**src/rtl/core/rope_queue.sv**
```systemverilog
module rope_queue #(
    parameter int WIDTH = 64,
    parameter int DEPTH = 2
) (
    input  logic             clk,
    input  logic             rst_n,
    input  logic             push_valid,
    output logic             push_ready,
    input  logic [WIDTH-1:0] push_data,
    output logic             pop_valid,
    input  logic             pop_ready,
    output logic [WIDTH-1:0] pop_data
);
    localparam int PTR_W = (DEPTH > 1) ? $clog2(DEPTH) : 1;
    localparam int CNT_W = $clog2(DEPTH + 1);

    logic [WIDTH-1:0] slot_reg [DEPTH];
    logic [PTR_W-1:0] wr_ptr_reg, wr_ptr_next, rd_ptr_reg, rd_ptr_next;
    logic [CNT_W-1:0] count_reg, count_next;
    logic             push, pop;

    assign push_ready = (count_reg != CNT_W'(DEPTH));
    assign pop_valid  = (count_reg != '0);
    assign push       = push_valid && push_ready;
    assign pop        = pop_valid && pop_ready;
    assign pop_data   = slot_reg[rd_ptr_reg];

    always_comb
    begin
        wr_ptr_next = wr_ptr_reg;
        rd_ptr_next = rd_ptr_reg;
        count_next  = count_reg;
        if (push)
            wr_ptr_next = (wr_ptr_reg == PTR_W'(DEPTH - 1)) ? '0 : wr_ptr_reg + PTR_W'(1);
        if (pop)
            rd_ptr_next = (rd_ptr_reg == PTR_W'(DEPTH - 1)) ? '0 : rd_ptr_reg + PTR_W'(1);
        if (push && !pop)
            count_next = count_reg + CNT_W'(1);
        else if (pop && !push)
            count_next = count_reg - CNT_W'(1);
    end

    always_ff @(posedge clk or negedge rst_n)
    begin
        if (!rst_n)
        begin
            wr_ptr_reg <= '0;
            rd_ptr_reg <= '0;
            count_reg  <= '0;
        end
        else
        begin
            wr_ptr_reg <= wr_ptr_next;
            rd_ptr_reg <= rd_ptr_next;
            count_reg  <= count_next;
        end
    end

    always_ff @(posedge clk)
    begin
        if (push)
            slot_reg[wr_ptr_reg] <= push_data;
    end

endmodule

```
**config.mk**
```make
export PLATFORM = sky130hd
export DESIGN_NAME = rope_queue
export DESIGN_NICKNAME = d
export VERILOG_FILES = /design/src/rtl/core/rope_queue.sv
export SDC_FILE = /design/constraint.sdc
export NUM_CORES = 1
export LEC_CHECK = 0
export BUFFER_PORTS_ARGS = -buffer_cell sky130_fd_sc_hd__buf_2
export CAP_MARGIN = 10
export CORE_MARGIN = 8
export CORE_UTILIZATION = 30
export DETAILED_ROUTE_END_ITERATION = 16
export HOLD_SLACK_MARGIN = 0.05
export SYNTH_ARGS = -nofsm -noshare
export SYNTH_HDL_FRONTEND = slang
export SYNTH_SLANG_ARGS = --single-unit
```
**constraint.sdc**
```tcl
create_clock -name clk -period 3.5 [get_ports clk]
set_input_delay 0.875 -clock clk [delete_from_list [all_inputs] [get_ports clk]]
set_output_delay 0.875 -clock clk [all_outputs]
set_load 0.01 [all_outputs]
```
==> results.txt, run 1 <==
The mux share of post-synthesis cell area came out at 0.181. The number of hold buffers added after cts is 0. The flip-flop count of the largest register, all copies and words added came out at 128. The half-perimeter wire length after detailed placement is 6320 µm. Setup repair after global routing left no endpoint under its margin. The ratio of final minimum period to clock period is 0.769. The global-route usage over all layers is 0.0933. The clock period could shrink to 2690 ps. Across the run, the number of max-cap violations was 0. The critical path starts at rd_ptr_reg.

The worst setup path is launched from a flop. The cell sitting at the root of the clock tree is a clkbuf_16. The endpoint of the worst-slack reg-to-reg timing path is slot_reg[1][16]. The maximum fanout along the worst path came out at 65. The max-slew headroom at the worst pin is 0.388. Counting cells, the worst reg-to-reg path comes to 2. After clock tree synthesis, the setup repair step added 0 buffers. The final-report hold violation count came out at 0. The timing-limited maximum frequency came out at 372 MHz. The number of global-route vias before repair came out at 2697. From synthesis to final layout, the design area changed by 28.8%. The synthesized netlist cell count is 217. The run finished with clean final reports.

At the worst endpoint, the required time is 2620 ps. The compound-cell area share of the yosys netlist is 0. The detailed-route vias per instance came out at 4.05.

The remaining global-route overflow is 0. The width of the die came out at 145 µm. The clock arrives with 4.82 ps of skew. The total vias in the final route came out at 2420. The average footprint of a synthesized cell came out at 23.1 µm². During placement, the flow inserted port buffers numbering 133. No sink is reached through more buffers than the 2 on the longest clock path.

The tree built by TritonCTS fans out to 132 sinks. In this run the critical register-to-register path is launched from count_reg[0]. The final design instance area without fill is 6460 µm². The cell area after placement came out at 5940 µm². Walking the worst path, the cells encountered are buf_12 -> mux2_2 -> buf_2. Summed over all instances, the cell type with the most area after synthesis is edfxtp_1. The peak per-stage delay on the critical path is 410 ps. The number of library cell types mapped by synthesis came out at 15.

The area of the placeable core is 16500 µm². Dividing the detail-routed wire length by the instance count gives 16.0 µm. The clock input transition at the sequential cells of the worst setup and hold paths is 50 ps. Summed over all layers, the routed wires come to 9560 µm. The final-report setup violation count came out at 0. The peak ir drop on the vdd network came out at 0.347 mV. For the worst setup path, the data arrival time is 1820 ps. The first global-routing pass estimated 14800 µm of wire. The ratio of total power to cell area is 857 nW/µm². The net count of the finished layout came out at 434.

The number of buffers created by CTS came out at 17. The die footprint came out at 21100 µm². The sequential area share after synthesis came out at 0.786. The reported leakage power is 2.54 nW. The final weighted congestion in routability-driven placement is 0.660. TritonCTS built the clock tree. The source-to-sink clock delay at the later pin of the worst-skew pair is 400 ps. The initial standard-cell utilization of the core is 0.305. The tightest min-delay check is of the in -> async type. The worst reg-to-reg setup slack is 1710 ps. The remaining antenna violation count after routing is 0. The area of the mapped netlist is 5020 µm². By area, the combinational part of the netlist is dominated by multiplexers. The length of the first detailed-routing pass in iterations came out at 4.

The number of DRC markers after the initial detailed-route iteration is 132. Of the total synthesized cell area, the portion taken by XOR and XNOR cells is 0.00873. Sorting the synthesized cells by area gives the leading types as edfxtp_1, mux2_4, mux2_2, dfrtp_1, buf_6. For this run, design rule violations remaining after detail routing come to 0. The initial antenna violation count came to 0. Row generation in the floorplan step produced 47 rows. The number of fill cells is 1552. The kind of end point of the critical path is an output port. The synthesized-area fraction occupied by and/or/nand/nor cells is 0.00673.

The total number of yosys warnings is 0. Entering global routing, the biggest net connects 66 pins. The share of the synthesized area in the top cell type came out at 0.766. The max-slew violation count was 0.

The setup TNS after final layout is 0 ps. The number of diodes is 0. The worst-margin pin slew is 918 ps. The H-tree generated during clock tree synthesis spans 4 levels. The post-synthesis adder-cell area fraction came out at 0.00249. The total I/O pin count came out at 134. Of the cells placed in the final design, the portion with a size suffix greater than 1 is 0.607. The die is 145 µm tall. The critical path is of the reg -> out type. The number of nets produced by synthesis is 286. The cell with the largest stage delay on the worst path is dfrtp_4. The number of gates resized after CTS came out at 0. Counting flops and latches in the post-synthesis netlist gives 132.
## cell usage after synthesis
master	instances
ha_1	1
and3_1	1
inv_1	1
or2_1	1
nand2_1	2
xor2_1	2
mux2_4	50
buf_6	6
edfxtp_1	128
nor2_1	2
nand2b_1	1
dfrtp_1	4
xnor2_1	3
buf_2	1
mux2_2	14
## worst max-delay path: cells and delay by family (launching register included)
kind                   cells  cell delay, ps
flip-flops                 1             410
buffers and inverters      2             490
multiplexers               1             390
## cells in the final DEF (no fill, tap or decap)
cell type	count
xor2_1	2
ha_1	1
buf_4	2
inv_1	1
bufinv_16	1
nor2_1	1
nand2_1	2
dfrtp_4	1
mux2_2	14
clkinv_2	4
buf_12	1
xnor2_1	3
clkbuf_16	17
nor2_4	1
clkinv_1	3
buf_2	133
dfrtp_1	3
clkinvlp_4	4
edfxtp_1	128
or2_1	1
clkbuf_1	2
and3_4	1
nand2b_1	1
mux2_4	50
## where the power goes
group / switching [mW] / internal (mW)
combinational: 0.861 / 0.837
clock: 0.616 / 0.957
sequential: 0.0923 / 2.17
total: 1.57 / 3.97
## metal layers
metal	part of all wire	GRT usage	vias to the layer above	routed length [µm]
met3	0.064	0.0438	12	611
met5	0	0	-	0
met2	0.52	0.159	77	4970
li1	-	-	1152	-
met4	0.018	0.0442	0	174
met1	0.40	0.0959	1179	3800
## metrics by stage
stage,instances,hold WS [ps],worst slack [ps],util,power [mW]
floorplan,217,456,442,-,3.49
global placement,566,473,1270,0.361,4.02
detailed placement,566,479,1250,0.361,4.05
CTS,597,247,813,0.392,5.65
global route,597,253,725,0.392,5.83
finish,597,273,810,0.392,5.54
## cell type report
cell class / count / area [µm²] / share of cell area
clock buffers: 19 / 433 / 0.0670
well taps: 220 / 275 / 0.0426
clock inverters: 12 / 91.3 / 0.0141
repair buffers: 136 / 701 / 0.108
flip-flops and latches: 132 / 3950 / 0.611
inverters: 1 / 3.75 / 0.000581
multi-input cells: 77 / 1010 / 0.156
## cells by family after synthesis
group	after synthesis
muxes	64
adders and majority gates	1
xor gates and xnor gates	5
DFF	132
buffers and inverters	8
and+or+nand+nor	7
## how the worst max path moves through the flow
stage	to	slack [ps]	cells after the start
2_1_floorplan	slot_reg[0][0]	440	2
3_3_place_gp	pop_data[43]	1270	3
3_5_place_dp	pop_data[50]	1250	3
4_1_cts	pop_data[50]	810	3
5_1_grt	pop_data[34]	720	3
6_report	pop_data[34]	810	3
Power figures use the tool's default switching activity.
==> inputs of run 2 (changes only) <==
Clock period 3.5 ns to 2.7 ns, I/O delays scaled along.
==> results.txt, run 2 (synthesis results as in run 1) <==
The flow ran to the end, and the final reports show no timing, DRC or antenna violations. The buffers plus inverters on the worst setup path came out at 2. The min-delay analysis places its worst path in the category in -> async. The number of violations of the max-capacitance limit is 0. Measured along the x axis, the die boundary spans 145 µm.

The initial standard-cell utilization of the core is 0.305. The total overflow left after global routing is 0. Dividing the final minimum period by the clock period gives 0.929. TritonCTS built the clock tree.

The clock input transition at the sequential cells of the worst setup and hold paths is 50 ps. The number of rows created at floorplan came out at 47. Setup repair after global routing left no endpoint under its margin. The maximum fanout along the worst path came out at 29. The total vias in the final route came out at 2480. The number of global-route vias before repair is 2829.

The final-report hold violation count was 0. The flip-flop count of the largest register, all copies and words added is 128. The dominant delay contributor by cell family on the critical path is buffers and inverters. The number of DRC markers after the initial detailed-route iteration came out at 108. For this design the top-level I/O count stands at 134. The layout overhead on the synthesized area is 30.1%. The wire length of the first global-routing pass came out at 15300 µm. The number of input and output port buffers inserted came out at 133. In the layout the commonest cells are buf_2, edfxtp_1, mux2_4. The startpoint-to-endpoint class of the critical path is reg -> out. The final-report setup violation count came out at 0. The count of nets left with antenna violations once routing finished came out at 0. The max-slew headroom at the worst pin is 0.665. In the post-route analysis, the smallest setup slack over all paths is 190 ps. The minimum period implied by the final worst setup slack is 2510 ps. In the global route stage, overall resource usage came out at 0.0953.

The signal on the critical path passes through buf_4 -> mux2_2 -> buf_2. The area of the placeable core came out at 16500 µm². The detail-routed net length per standard cell came out at 16.1 µm. The max-slew violation count came out at 0. After clock tree synthesis, the repair step resized 0 gates. 0 antenna diodes ended up in the layout. The die covers 21100 µm².

The setup TNS after final layout came out at 0 ps. The H-tree level count is 4. The worst hold slack came out at 71.5 ps. The HPWL after detailed placement is 6440 µm. The clock sink total is 132.

The final weighted congestion in routability-driven placement came out at 0.664. The count of unresolved DRC violations after routing is 0. The peak per-stage delay on the critical path came out at 420 ps.

At the placement stage, the worst setup path has a slack of 596 ps. The startpoint type of the worst setup path is a flop. For the pin with the worst max-slew slack, the measured transition is 502 ps. The wire length reported by the detailed router is 9630 µm.

The maximum clock skew at final layout came out at 10.6 ps. The required arrival time at the worst endpoint came out at 2030 ps. The longest clock path from root to sink contains 2 buffers. The largest net degree at the start of global routing came out at 37. Dividing the detail-routed via count by the number of cells gives 4.13.

The length of the first detailed-routing pass in iterations is 4. The die span in y is 145 µm. The kind of end point of the critical path is an output port.

At the end of the flow, the number of nets in the layout was 436. The later pin in the worst-skew pair is clocked with a latency of 410 ps. The setup fix buffers added after clock tree synthesis came out at 0. The root buffer selected by CTS is clkbuf_16. The ratio of total power to cell area is 1130 nW/µm². The initial antenna violation count is 1.

Counting the fill cells in the layout gives 1543. The fraction of final layout cells with drive strength greater than 1 came out at 0.605. In this run the static leakage power is 2.58 nW. For this design, the CTS-stage hold fixing added 0 buffers.

The number of buffers created by CTS came out at 17. Leaving out fill and tap cells, the most frequent cell in the layout is buf_2. At the worst endpoint, the arrival time is 1830 ps. The peak ir drop on the vdd network came out at 0.593 mV.

On the critical path, the stage with the largest delay is an instance of dfrtp_4. The timing-limited maximum frequency is 398 MHz.
run 2: changes by cell type in the layout (fill, tap and decap cells not counted), moves of 2 or more:
cell	previous run	this run
clkinv_1	3	0
clkbuf_1	2	7
clkbuf_8	0	2
clkinvlp_4	4	1
run 2: per-stage QoR:
stage | utilization | std cells | total power, mW | cell area [µm²]
2_1_floorplan | - | 217 | 4.52 | 5030
5_1_grt | 0.396 | 600 | 7.75 | 6530
3_5_place_dp | 0.362 | 568 | 5.30 | 5970
6_report | 0.396 | 600 | 7.36 | 6530
4_1_cts | 0.396 | 600 | 7.52 | 6530
3_3_place_gp | 0.362 | 568 | 5.26 | 5970
run 2: where the power goes:
group	total [mW]	switching, mW	leakage (nW)	internal, mW
registers	2.94	0.127	1.23	2.81
logic	2.24	1.13	1.07	1.11
clock network	2.18	0.780	0.272	1.40
run 2: layer usage:
metal  vias to the layer above  global-route usage  wire (µm)
li1                       1156                   -          -
met1                      1218               0.106       4000
met2                        88               0.151       4750
met3                        16              0.0442        693
met4                         2              0.0500        173
met5                         -                   0         12
run 2: final timing paths:
check                           slack (ps)  cells after the start        endpoint         start
max in group asynchronous             2470                      1      rd_ptr_reg         rst_n
worst max register to register        1020                      3  slot_reg[1][2]  count_reg[0]
worst min register to register         510                      1    count_reg[1]  count_reg[1]
worst max-delay path                   190                      3    pop_data[49]    rd_ptr_reg
worst min-delay path                    70                      1    count_reg[0]         rst_n
min in group clk                       450                      1  slot_reg[0][5]  push_data[5]
run 2: cell type report:
cell class	instances	area, µm²	area share
clock buffers	26	479	0.0734
inverters	1	3.75	0.000575
multi-input cells	77	1010	0.155
flip-flops and latches	132	3950	0.605
clock inverters	6	82.6	0.0127
repair buffers	138	728	0.112
well taps	220	275	0.0422
