==> src/rtl/core/rope_pkg.sv <==
package rope_pkg;

    // Fixed field widths
    localparam int ROW_W     = 9;
    localparam int PAIR_IN_W = 6;
    localparam int COEF_W    = 16;
    localparam int IDX_W     = 8;
    localparam int HR_W      = 7;
    localparam int HL_W      = 9;
    localparam int CFG_IDX_W = 2;
    localparam int CFG_W     = 9;

    // Q1.14 coefficients: round half up, then drop the fraction
    localparam int FRAC_W     = 14;
    localparam int ROUND_BIAS = 8192;

    // Row reduction by reciprocal multiply; exact for every 9-bit row
    localparam int RECIP_SH = 18;

    localparam int QUEUE_DEPTH = 2;

    typedef logic [CFG_IDX_W-1:0] cfg_idx_t;

    localparam cfg_idx_t REG_INTERLEAVED = 2'd0;
    localparam cfg_idx_t REG_HALF_ROTARY = 2'd1;
    localparam cfg_idx_t REG_HEAD_LENGTH = 2'd2;

    localparam logic REQ_LOAD = 1'b0;
    localparam logic REQ_DATA = 1'b1;

    localparam logic [HR_W-1:0] HALF_ROTARY_RESET = 7'd32;
    localparam logic [HL_W-1:0] HEAD_LENGTH_RESET = 9'd64;

    typedef enum logic [1:0] {
        OP_LOAD,
        OP_BUFFER,
        OP_PASS,
        OP_PAIR
    } op_kind_t;

    typedef struct packed {
        op_kind_t kind;
        logic     done;
    } op_ctl_t;

endpackage

==> src/rtl/core/rope_front.sv <==
module rope_front #(
    parameter int MAX_POSITIONS   = 512,
    parameter int MAX_HALF_ROTARY = 64,
    parameter int MAX_HEAD_LENGTH = 256,
    parameter int DATA_WIDTH      = 16,
    parameter int PA_W            = 6
) (
    input  logic                              clk,
    input  logic                              rst_n,
    input  logic                              cfg_we,
    input  rope_pkg::cfg_idx_t                cfg_index,
    input  logic [rope_pkg::CFG_W-1:0]        cfg_data,
    input  logic                              in_valid,
    output logic                              in_ready,
    input  logic                              req_type,
    input  logic [rope_pkg::ROW_W-1:0]        table_row,
    input  logic [rope_pkg::PAIR_IN_W-1:0]    pair_index,
    input  logic signed [rope_pkg::COEF_W-1:0] cos_value,
    input  logic signed [rope_pkg::COEF_W-1:0] sin_value,
    input  logic signed [DATA_WIDTH-1:0]      element_value,
    output logic                              f_valid,
    input  logic                              f_ready,
    output rope_pkg::op_ctl_t                 f_ctl,
    output logic [rope_pkg::ROW_W-1:0]        f_row,
    output logic [rope_pkg::ROW_W-1:0]        f_rowq,
    output logic [PA_W-1:0]                   f_pair,
    output logic signed [rope_pkg::COEF_W-1:0] f_cos,
    output logic signed [rope_pkg::COEF_W-1:0] f_sin,
    output logic signed [DATA_WIDTH-1:0]      f_x,
    output logic [rope_pkg::IDX_W-1:0]        f_idx0,
    output logic [rope_pkg::IDX_W-1:0]        f_idx1
);
    import rope_pkg::*;

    localparam int MHL_W  = $clog2(MAX_HEAD_LENGTH + 1);
    localparam int W      = (MHL_W > HL_W) ? MHL_W : HL_W;
    localparam int CNT_W  = $clog2(MAX_HEAD_LENGTH);
    localparam int PROD_W = ROW_W + RECIP_SH + 1;
    localparam logic [PROD_W-1:0] RECIP = PROD_W'((2 ** RECIP_SH) / MAX_POSITIONS + 1);

    logic                 interleaved_reg, interleaved_next;
    logic [HR_W-1:0]      half_rotary_reg, half_rotary_next;
    logic [HL_W-1:0]      head_length_reg, head_length_next;
    logic [CNT_W-1:0]     cnt_reg, cnt_next;

    logic                 f_valid_reg, f_valid_next;
    op_ctl_t              f_ctl_reg;
    logic [ROW_W-1:0]     f_row_reg, f_rowq_reg;
    logic [PA_W-1:0]      f_pair_reg;
    logic signed [COEF_W-1:0] f_cos_reg, f_sin_reg;
    logic signed [DATA_WIDTH-1:0] f_x_reg;
    logic [IDX_W-1:0]     f_idx0_reg, f_idx1_reg;

    logic [W-1:0]         hl_raw, hl_eff, hr_raw, hr_clamp, hr_eff, two_hr;
    logic [W-1:0]         cur, cur_inc, pair_w;
    logic                 accept, keep, done;
    logic [PROD_W-1:0]    row_prod;
    op_ctl_t              ctl_c;
    logic [PA_W-1:0]      pair_c;
    logic [IDX_W-1:0]     idx0_c;

    // Effective geometry after clamping
    always_comb
    begin
        hl_raw   = W'(head_length_reg);
        hl_eff   = (hl_raw < W'(2)) ? W'(2) :
                   (hl_raw > W'(MAX_HEAD_LENGTH)) ? W'(MAX_HEAD_LENGTH) : hl_raw;
        hr_raw   = W'(half_rotary_reg);
        hr_clamp = (hr_raw < W'(1)) ? W'(1) :
                   (hr_raw > W'(MAX_HALF_ROTARY)) ? W'(MAX_HALF_ROTARY) : hr_raw;
        hr_eff   = ((hr_clamp << 1) > hl_eff) ? (hl_eff >> 1) : hr_clamp;
        two_hr   = hr_eff << 1;
    end

    assign cur     = (W'(cnt_reg) >= hl_eff) ? '0 : W'(cnt_reg);
    assign cur_inc = cur + W'(1);
    assign done    = (cur_inc >= hl_eff);

    assign row_prod = PROD_W'(table_row) * RECIP;

    assign in_ready = !f_valid_reg || f_ready;
    assign accept   = in_valid && in_ready;

    always_comb
    begin
        ctl_c.kind = OP_PASS;
        ctl_c.done = done;
        pair_c     = '0;
        idx0_c     = '0;
        keep       = 1'b1;
        pair_w     = '0;
        if (req_type == REQ_LOAD)
        begin
            ctl_c.kind = OP_LOAD;
            ctl_c.done = 1'b0;
            pair_c     = PA_W'(pair_index);
            keep       = (W'(pair_index) < W'(MAX_HALF_ROTARY));
        end
        else if (cur >= two_hr)
        begin
            ctl_c.kind = OP_PASS;
        end
        else if (interleaved_reg)
        begin
            pair_w     = cur >> 1;
            pair_c     = PA_W'(pair_w);
            ctl_c.kind = cur[0] ? OP_PAIR : OP_BUFFER;
            idx0_c     = IDX_W'(cur - W'(1));
        end
        else if (cur < hr_eff)
        begin
            ctl_c.kind = OP_BUFFER;
            pair_c     = PA_W'(cur);
        end
        else
        begin
            pair_w     = cur - hr_eff;
            pair_c     = PA_W'(pair_w);
            ctl_c.kind = OP_PAIR;
            idx0_c     = IDX_W'(pair_w);
        end
    end

    always_comb
    begin
        interleaved_next = interleaved_reg;
        half_rotary_next = half_rotary_reg;
        head_length_next = head_length_reg;
        cnt_next         = cnt_reg;
        if (cfg_we)
        begin
            unique case (cfg_index)
                REG_INTERLEAVED:
                begin
                    interleaved_next = cfg_data[0];
                    cnt_next         = '0;
                end
                REG_HALF_ROTARY:
                begin
                    half_rotary_next = cfg_data[HR_W-1:0];
                    cnt_next         = '0;
                end
                REG_HEAD_LENGTH:
                begin
                    head_length_next = cfg_data[HL_W-1:0];
                    cnt_next         = '0;
                end
                default:
                begin
                end
            endcase
        end
        else if (accept && req_type == REQ_DATA)
        begin
            cnt_next = done ? '0 : cur_inc[CNT_W-1:0];
        end
    end

    always_comb
    begin
        f_valid_next = f_valid_reg;
        if (accept)
            f_valid_next = keep;
        else if (f_ready)
            f_valid_next = 1'b0;
    end

    always_ff @(posedge clk or negedge rst_n)
    begin
        if (!rst_n)
        begin
            interleaved_reg <= 1'b0;
            half_rotary_reg <= HALF_ROTARY_RESET;
            head_length_reg <= HEAD_LENGTH_RESET;
            cnt_reg         <= '0;
            f_valid_reg     <= 1'b0;
        end
        else
        begin
            interleaved_reg <= interleaved_next;
            half_rotary_reg <= half_rotary_next;
            head_length_reg <= head_length_next;
            cnt_reg         <= cnt_next;
            f_valid_reg     <= f_valid_next;
        end
    end

    always_ff @(posedge clk)
    begin
        if (accept)
        begin
            f_ctl_reg  <= ctl_c;
            f_row_reg  <= table_row;
            f_rowq_reg <= row_prod[RECIP_SH +: ROW_W];
            f_pair_reg <= pair_c;
            f_cos_reg  <= cos_value;
            f_sin_reg  <= sin_value;
            f_x_reg    <= element_value;
            f_idx0_reg <= idx0_c;
            f_idx1_reg <= IDX_W'(cur);
        end
    end

    assign f_valid = f_valid_reg;
    assign f_ctl   = f_ctl_reg;
    assign f_row   = f_row_reg;
    assign f_rowq  = f_rowq_reg;
    assign f_pair  = f_pair_reg;
    assign f_cos   = f_cos_reg;
    assign f_sin   = f_sin_reg;
    assign f_x     = f_x_reg;
    assign f_idx0  = f_idx0_reg;
    assign f_idx1  = f_idx1_reg;

endmodule

==> config.mk <==
export PLATFORM = sky130hd
export DESIGN_NAME = rope_front
export DESIGN_NICKNAME = d
export VERILOG_FILES = /design/src/rtl/core/rope_pkg.sv /design/src/rtl/core/rope_front.sv
export SDC_FILE = /design/constraint.sdc
export NUM_CORES = 1
export LEC_CHECK = 0
export ABC_AREA = 1
export BUFFER_PORTS_ARGS = -buffer_cell sky130_fd_sc_hd__buf_2
export CAP_MARGIN = 5
export CORE_MARGIN = 1
export CORE_UTILIZATION = 56
export DETAILED_ROUTE_END_ITERATION = 10
export GPL_TIMING_DRIVEN = 0
export PLACE_DENSITY_LB_ADDON = 0.15
export SETUP_SLACK_MARGIN = 0.3
export SKIP_CTS_REPAIR_TIMING = 1
export SLEW_MARGIN = 5
export SYNTH_ARGS = -nofsm -noshare
export SYNTH_HDL_FRONTEND = slang
export SYNTH_SLANG_ARGS = --single-unit
==> constraint.sdc <==
create_clock -name clk -period 7.61 [get_ports clk]
set_input_delay 0 -clock clk [delete_from_list [all_inputs] [get_ports clk]]
set_output_delay 0 -clock clk [all_outputs]
set_load 0.02 [all_outputs]
==> flow_metrics.tcl, run 1 <==
set metrics [dict create \
    wirelength_um 13900 \
    worstPathRequired_ns 7.92 \
    dp_hpwl_um 9460 \
    gp_congestion 0.914 \
    crit_top_cell "nand2_1" \
    dp.cells 852 \
    timing.rr.end "cnt_reg[7]" \
    root_buffer "clkbuf_8" \
    clk_path_buf_depth 2 \
    synth_largest_area_cell "edfxtp_1" \
    min_path_cells 4 \
    grt_max_degree 74 \
    timing.final.crit_period_ns 5.12 \
    violations "negative hold slack" \
    ys_types 45 \
    port_buffers 163 \
    holdWs_ns -0.0162 \
    drive_gt1_frac 0.280 \
    netlist_area_um2 5610 \
    remaining_drc_errors 0 \
    coreArea_um2 9730 \
    hold_viol_final 1 \
    ios 173 \
    slowest_delay_ns 0.49 \
    yosys-top-cells-area "edfxtp_1 44%, dfrtp_1 11%, ha_1 9.1%, nand2_1 8.4%, inv_1 3.7%" \
    synthCells 547 \
    overflow 0 \
    die_y_um 102 \
    hold_end "interleaved_reg" \
    htree_levels 3 \
    fin_nets 929 \
    vias 4812 \
    post_drt_wl_per_cell_um 14.7 \
    worstSetupEndpointType "register" \
    finalSetupViolations 0 \
    ant_nets 0 \
    clock_latency_ns 0.38 \
    grt_pass1_vias 4172 \
    synth_flop_cell "edfxtp_1" \
    rsz0062_at_grt "false" \
    peakVddDrop_mv 0.107 \
    status "finished with violations" \
    relSlewSlack 0.467 \
    vias_per_cell 5.09 \
    path_class "register to register" \
    final.setup_skew_ns 0.0111 \
    grt_use_total 0.242 \
    ys_async_sr_fraction 0.241 \
    clk_pin_slew_ns 0.10 \
    rr_worst_depth 27 \
    ys_warn_count 0 \
    finish.utilization 0.782 \
    yosys.area.top_type_share 0.439 \
    cts_tree "built" \
    std_cell_rows 36 \
    clock_sinks 108 \
    worstPathArrival_ns 5.42 \
    synth_seq_area_share 0.555 \
    p_per_area_nw_per_um2 204 \
    die_w_um 102 \
    antenna_found_initial 0 \
    firstDrtPassIters 5 \
    fin_setup_tns_ns 0 \
    setup.worst_path.start_class "register" \
    placed_area_um2 6660 \
    cts_buffers 9 \
    syn_area_per_cell_um2 10.3 \
    final_area_um2 7610 \
    drtIter0Drc 216 \
    syn2layout_area_growth_pct 35.6 \
    yosys_register_bits 108 \
    post-route-period-util 0.672 \
    synth-edff-count 82 \
    multi_input_area_um2 2200 \
    layout.cells.non_filler 945 \
    register_area_um2 3120 \
    start_util 0.577 \
    fp.dieArea_um2 10400 \
    worstHoldStart "cfg_index[1]" \
    power_leakage_uw 0.00360 \
    r2r_start "head_length_reg[5]" \
    max_freq_mhz 195 \
    critical_path.slowest_cell "nor2_1" \
    max_slew.worst_pin.slew_ns 0.786 \
    crit_fanout 8 \
    r2r_slack_ns 2.49 \
    grt_pass1_wl_um 19100 \
    fillers 657 \
    cap_violations 0 \
    min_path_type "input pin to register" \
    finalMaxSlewViolations 0 \
    n_antenna_cell 0 \
]
[placed cells by master (no fill, tap or decap), types with 10 or more instances in the layout]
cell and count:
conb_1 10, ha_1 41, buf_2 164, nor2_1 31, dlygate4sd3_1 77, dfrtp_1 24, nand3_1 25, a21oi_1 29
inv_1 55, nand2_1 125, edfxtp_1 82, o21ai_0 36
[logic make-up after synthesis]
group / share of synthesized area
XOR/XNOR: 0.00914
AO/OA/AOI/OAI: 0.0858
multiplexers: 0.00201
adder cells (fa/ha/maj): 0.0949
AND/OR/NAND/NOR: 0.193
buffers and inverters: 0.0586
flip-flops: 0.555
other: 0.00134
[critical path: cells and delay by family (launching register included)]
kind | cells | cell delay, ns
flip-flops | 1 | 0.43
AND/OR/NAND/NOR | 14 | 2.02
AO/OA/AOI/OAI | 7 | 1.25
adder cells (fa/ha/maj) | 3 | 0.92
buffers and inverters | 3 | 0.42
[final cells by class]
cell class | instances | area share
Multi-Input combinational cell | 370 | 0.289
Tap cell | 133 | 0.0219
Buffer | 17 | 0.0130
Clock inverter | 6 | 0.00740
Inverter | 60 | 0.0306
Clock buffer | 10 | 0.0168
Timing Repair Buffer | 241 | 0.212
Sequential cell | 108 | 0.409
[worst max-delay path by stage]
| stage | start | end | depth (start not counted) |
|---|---|---|---|
| floorplan | head_length_reg[2] | cnt_reg[7] | 27 |
| global placement | head_length_reg[2] | cnt_reg[7] | 27 |
| detailed placement | head_length_reg[5] | cnt_reg[4] | 27 |
| CTS | head_length_reg[5] | cnt_reg[7] | 27 |
| global route | head_length_reg[5] | cnt_reg[3] | 27 |
| finish | head_length_reg[5] | cnt_reg[7] | 27 |
[metrics by stage]
stage / hold WS (ns) / setup WS [ns] / total power, µW
2_1_floorplan: -0.296 / 3.56 / 1060
4_1_cts: -0.372 / 2.55 / 1520
3_3_place_gp: 0.0285 / 2.70 / 1180
6_report: -0.0162 / 2.49 / 1550
3_5_place_dp: 0.0418 / 2.58 / 1190
5_1_grt: 0.0353 / 1.98 / 1650
[routing by layer]
metal | wire (µm) | up-vias | part of all wire | track usage
met5 | 0 | - | 0 | 0
met3 | 750 | 27 | 0.054 | 0.0602
met1 | 5620 | 2219 | 0.41 | 0.297
met4 | 347 | 0 | 0.025 | 0.0923
met2 | 7150 | 183 | 0.52 | 0.414
li1 | - | 2383 | - | -
[Yosys cell counts (2+ instances only)]
cell / count
a21oi_1: 29
a31oi_1: 2
buf_4: 9
clkbuf_1: 7
conb_1: 2
dfrtp_1: 24
dfstp_2: 2
edfxtp_1: 82
ha_1: 41
inv_1: 56
inv_2: 3
nand2_1: 125
nand2_2: 2
nand2_4: 4
nand3_1: 25
nand4_1: 8
nor2_1: 31
nor2_2: 6
nor2_4: 3
nor2_8: 3
nor3_1: 9
nor4_1: 2
o211ai_1: 5
o21ai_0: 36
o21ai_1: 5
or2_2: 5
xor2_1: 3
[power by group]
| part | leakage (µW) | switching [µW] | internal (µW) |
|---|---|---|---|
| Combinational | 0.00239 | 312 | 188 |
| Clock | 0.0000909 | 208 | 126 |
| Sequential | 0.00112 | 21.9 | 698 |
(Power assumes the default switching activity.)
==> inputs of run 2 (changes only) <==
- CORE_UTILIZATION: 56 -> 52
- clock period: 7.61 -> 5.3 ns (I/O delays scaled with it)
==> run 2 against run 1 <==
Effect of this change:
- the flow still finishes with violations (negative hold slack)
- register-to-register slack worse by 1.8 ns
- routed wire length is 2.9% higher
- count of clock-buffer cells in the layout stayed put
==> flow_metrics.tcl, run 2 (synthesized netlist as in run 1, its figures left out) <==
set metrics [dict create \
    status "finished with violations" \
    violations "negative hold slack" \
    coreArea_um2 10400 \
    peakVddDrop_mv 0.150 \
    power_leakage_uw 0.00362 \
    worstSetupEndpointType "register" \
    n_antenna_cell 0 \
    max_freq_mhz 217 \
    die_w_um 106 \
    drive_gt1_frac 0.292 \
    min_path_type "input pin to register" \
    wirelength_um 14300 \
    fin_nets 929 \
    finish.utilization 0.736 \
    layout_commonest_cell "buf_2" \
    rsz0062_at_grt "false" \
    dp_hpwl_um 9960 \
    worstPathArrival_ns 4.87 \
    fp.dieArea_um2 11200 \
    relSlewSlack 0.478 \
    holdWs_ns -0.00826 \
    clock_sinks 108 \
    setup.worst_path.start_class "register" \
    gp_congestion 0.897 \
    grt_pass1_vias 4278 \
    crit_fanout 8 \
    vias 4880 \
    clk_pin_slew_ns 0.11 \
    grt_max_degree 64 \
    dpl_worst_slack_ns 0.336 \
    grt_use_total 0.234 \
    drtIter0Drc 262 \
    firstDrtPassIters 5 \
    antenna_found_initial 0 \
    final_area_um2 7660 \
    cap_violations 0 \
    grt_pass1_wl_um 20300 \
    finalMaxSlewViolations 0 \
    std_cell_rows 37 \
    timing.final.crit_period_ns 4.60 \
    post_drt_wl_per_cell_um 15.1 \
    remaining_drc_errors 0 \
    p_per_area_nw_per_um2 299 \
    htree_levels 3 \
    vias_per_cell 5.15 \
    finalSetupViolations 0 \
    layout_common_cells "164 x buf_2, 122 x nand2_1, 82 x edfxtp_1" \
    placed_area_um2 6660 \
    clk_path_buf_depth 2 \
    cts_buffers 9 \
    final.setup_skew_ns 0.0184 \
    ios 173 \
    overflow 0 \
    start_util 0.539 \
    hold_viol_final 1 \
    path_class "register to register" \
    clock_latency_ns 0.38 \
    layout.cells.non_filler 948 \
    cts_tree "built" \
    root_buffer "clkbuf_8" \
    syn2layout_area_growth_pct 36.5 \
    max_slew.worst_pin.slew_ns 0.771 \
    dp.cells 855 \
    ant_nets 0 \
    die_y_um 106 \
    post-route-period-util 0.868 \
    fin_setup_tns_ns 0 \
    worstPathRequired_ns 5.57 \
    setup_ws_ns 0.700 \
    port_buffers 163 \
    fillers 712 \
]
==> run 2: cell types whose count changed in the layout (fill, tap and decap cells not counted), moves of 2 or more <==
cell      before  now
o21ai_1        5    7
nand2_2        2    5
o21ai_0       36   33
nand2_1      125  122
clkinv_4       3    1
==> run 2: layer usage <==
metal / track usage / share of wire / vias up
met1: 0.289 / 0.41 / 2268
met4: 0.111 / 0.023 / 0
met5: 0 / 0 / -
li1: - / - / 2381
met2: 0.393 / 0.51 / 204
met3: 0.0490 / 0.062 / 27
==> run 2: through the flow <==
stage               hold slack (ns)  total power (µW)
floorplan                    -0.296              1530
global placement             0.0442              1690
detailed placement           0.0476              1720
CTS                          -0.374              2230
global route               -0.00150              2410
finish                     -0.00826              2290
==> run 2: path summary, 6_finish.rpt <==
path	start	to	slack [ns]	cells past startpoint
worst max-delay path	head_length_reg[2]	cnt_reg[7]	0.70	26
worst min-delay path	cfg_index[1]	interleaved_reg	-0.008	4
worst max register to register	head_length_reg[2]	cnt_reg[7]	0.70	26
worst min register to register	half_rotary_reg[5]	half_rotary_reg[5]	0.50	2
max in group asynchronous	rst_n	cnt_reg[3]	4.73	2
min in group asynchronous	rst_n	head_length_reg[7]	0.15	2
==> run 2: cell type report <==
type	instances	area (µm²)	share of cell area
plain buffers	17	100	0.0131
clock buffers	10	128	0.0167
clock inverters	6	70.1	0.00914
inverters	60	233	0.0304
multi-input cells	370	2230	0.292
flip-flops and latches	108	3120	0.407
well taps	136	170	0.0222
repair buffers	241	1610	0.210
==> run 2: where the power goes <==
part	switching, µW	leakage (µW)	internal (µW)
clock network	291	0.0000969	224
registers	33.0	0.00112	1000
logic	462	0.00240	275
total	786	0.00362	1500
==> run 2: critical path, stage by stage, from the launching register on <==
cell       delay, ns
dfrtp_1         0.42
nor2_1          0.11
nand2_1         0.07
nor4_2          0.17
a21oi_1         0.12
inv_2           0.14
nand2_2         0.13
ha_1            0.32
a21oi_1         0.18
nand3_1         0.18
a21oi_4         0.28
nand2_4         0.15
inv_1           0.18
ha_1            0.25
nand3_2         0.12
nor2_2          0.14
nand3_1         0.16
nand2_1         0.11
inv_1           0.05
ha_1            0.31
nand2_1         0.06
nor3_1          0.21
nand2_1         0.10
o2111ai_2       0.26
nor2_4          0.10
nand3_1         0.09
o21ai_1         0.08
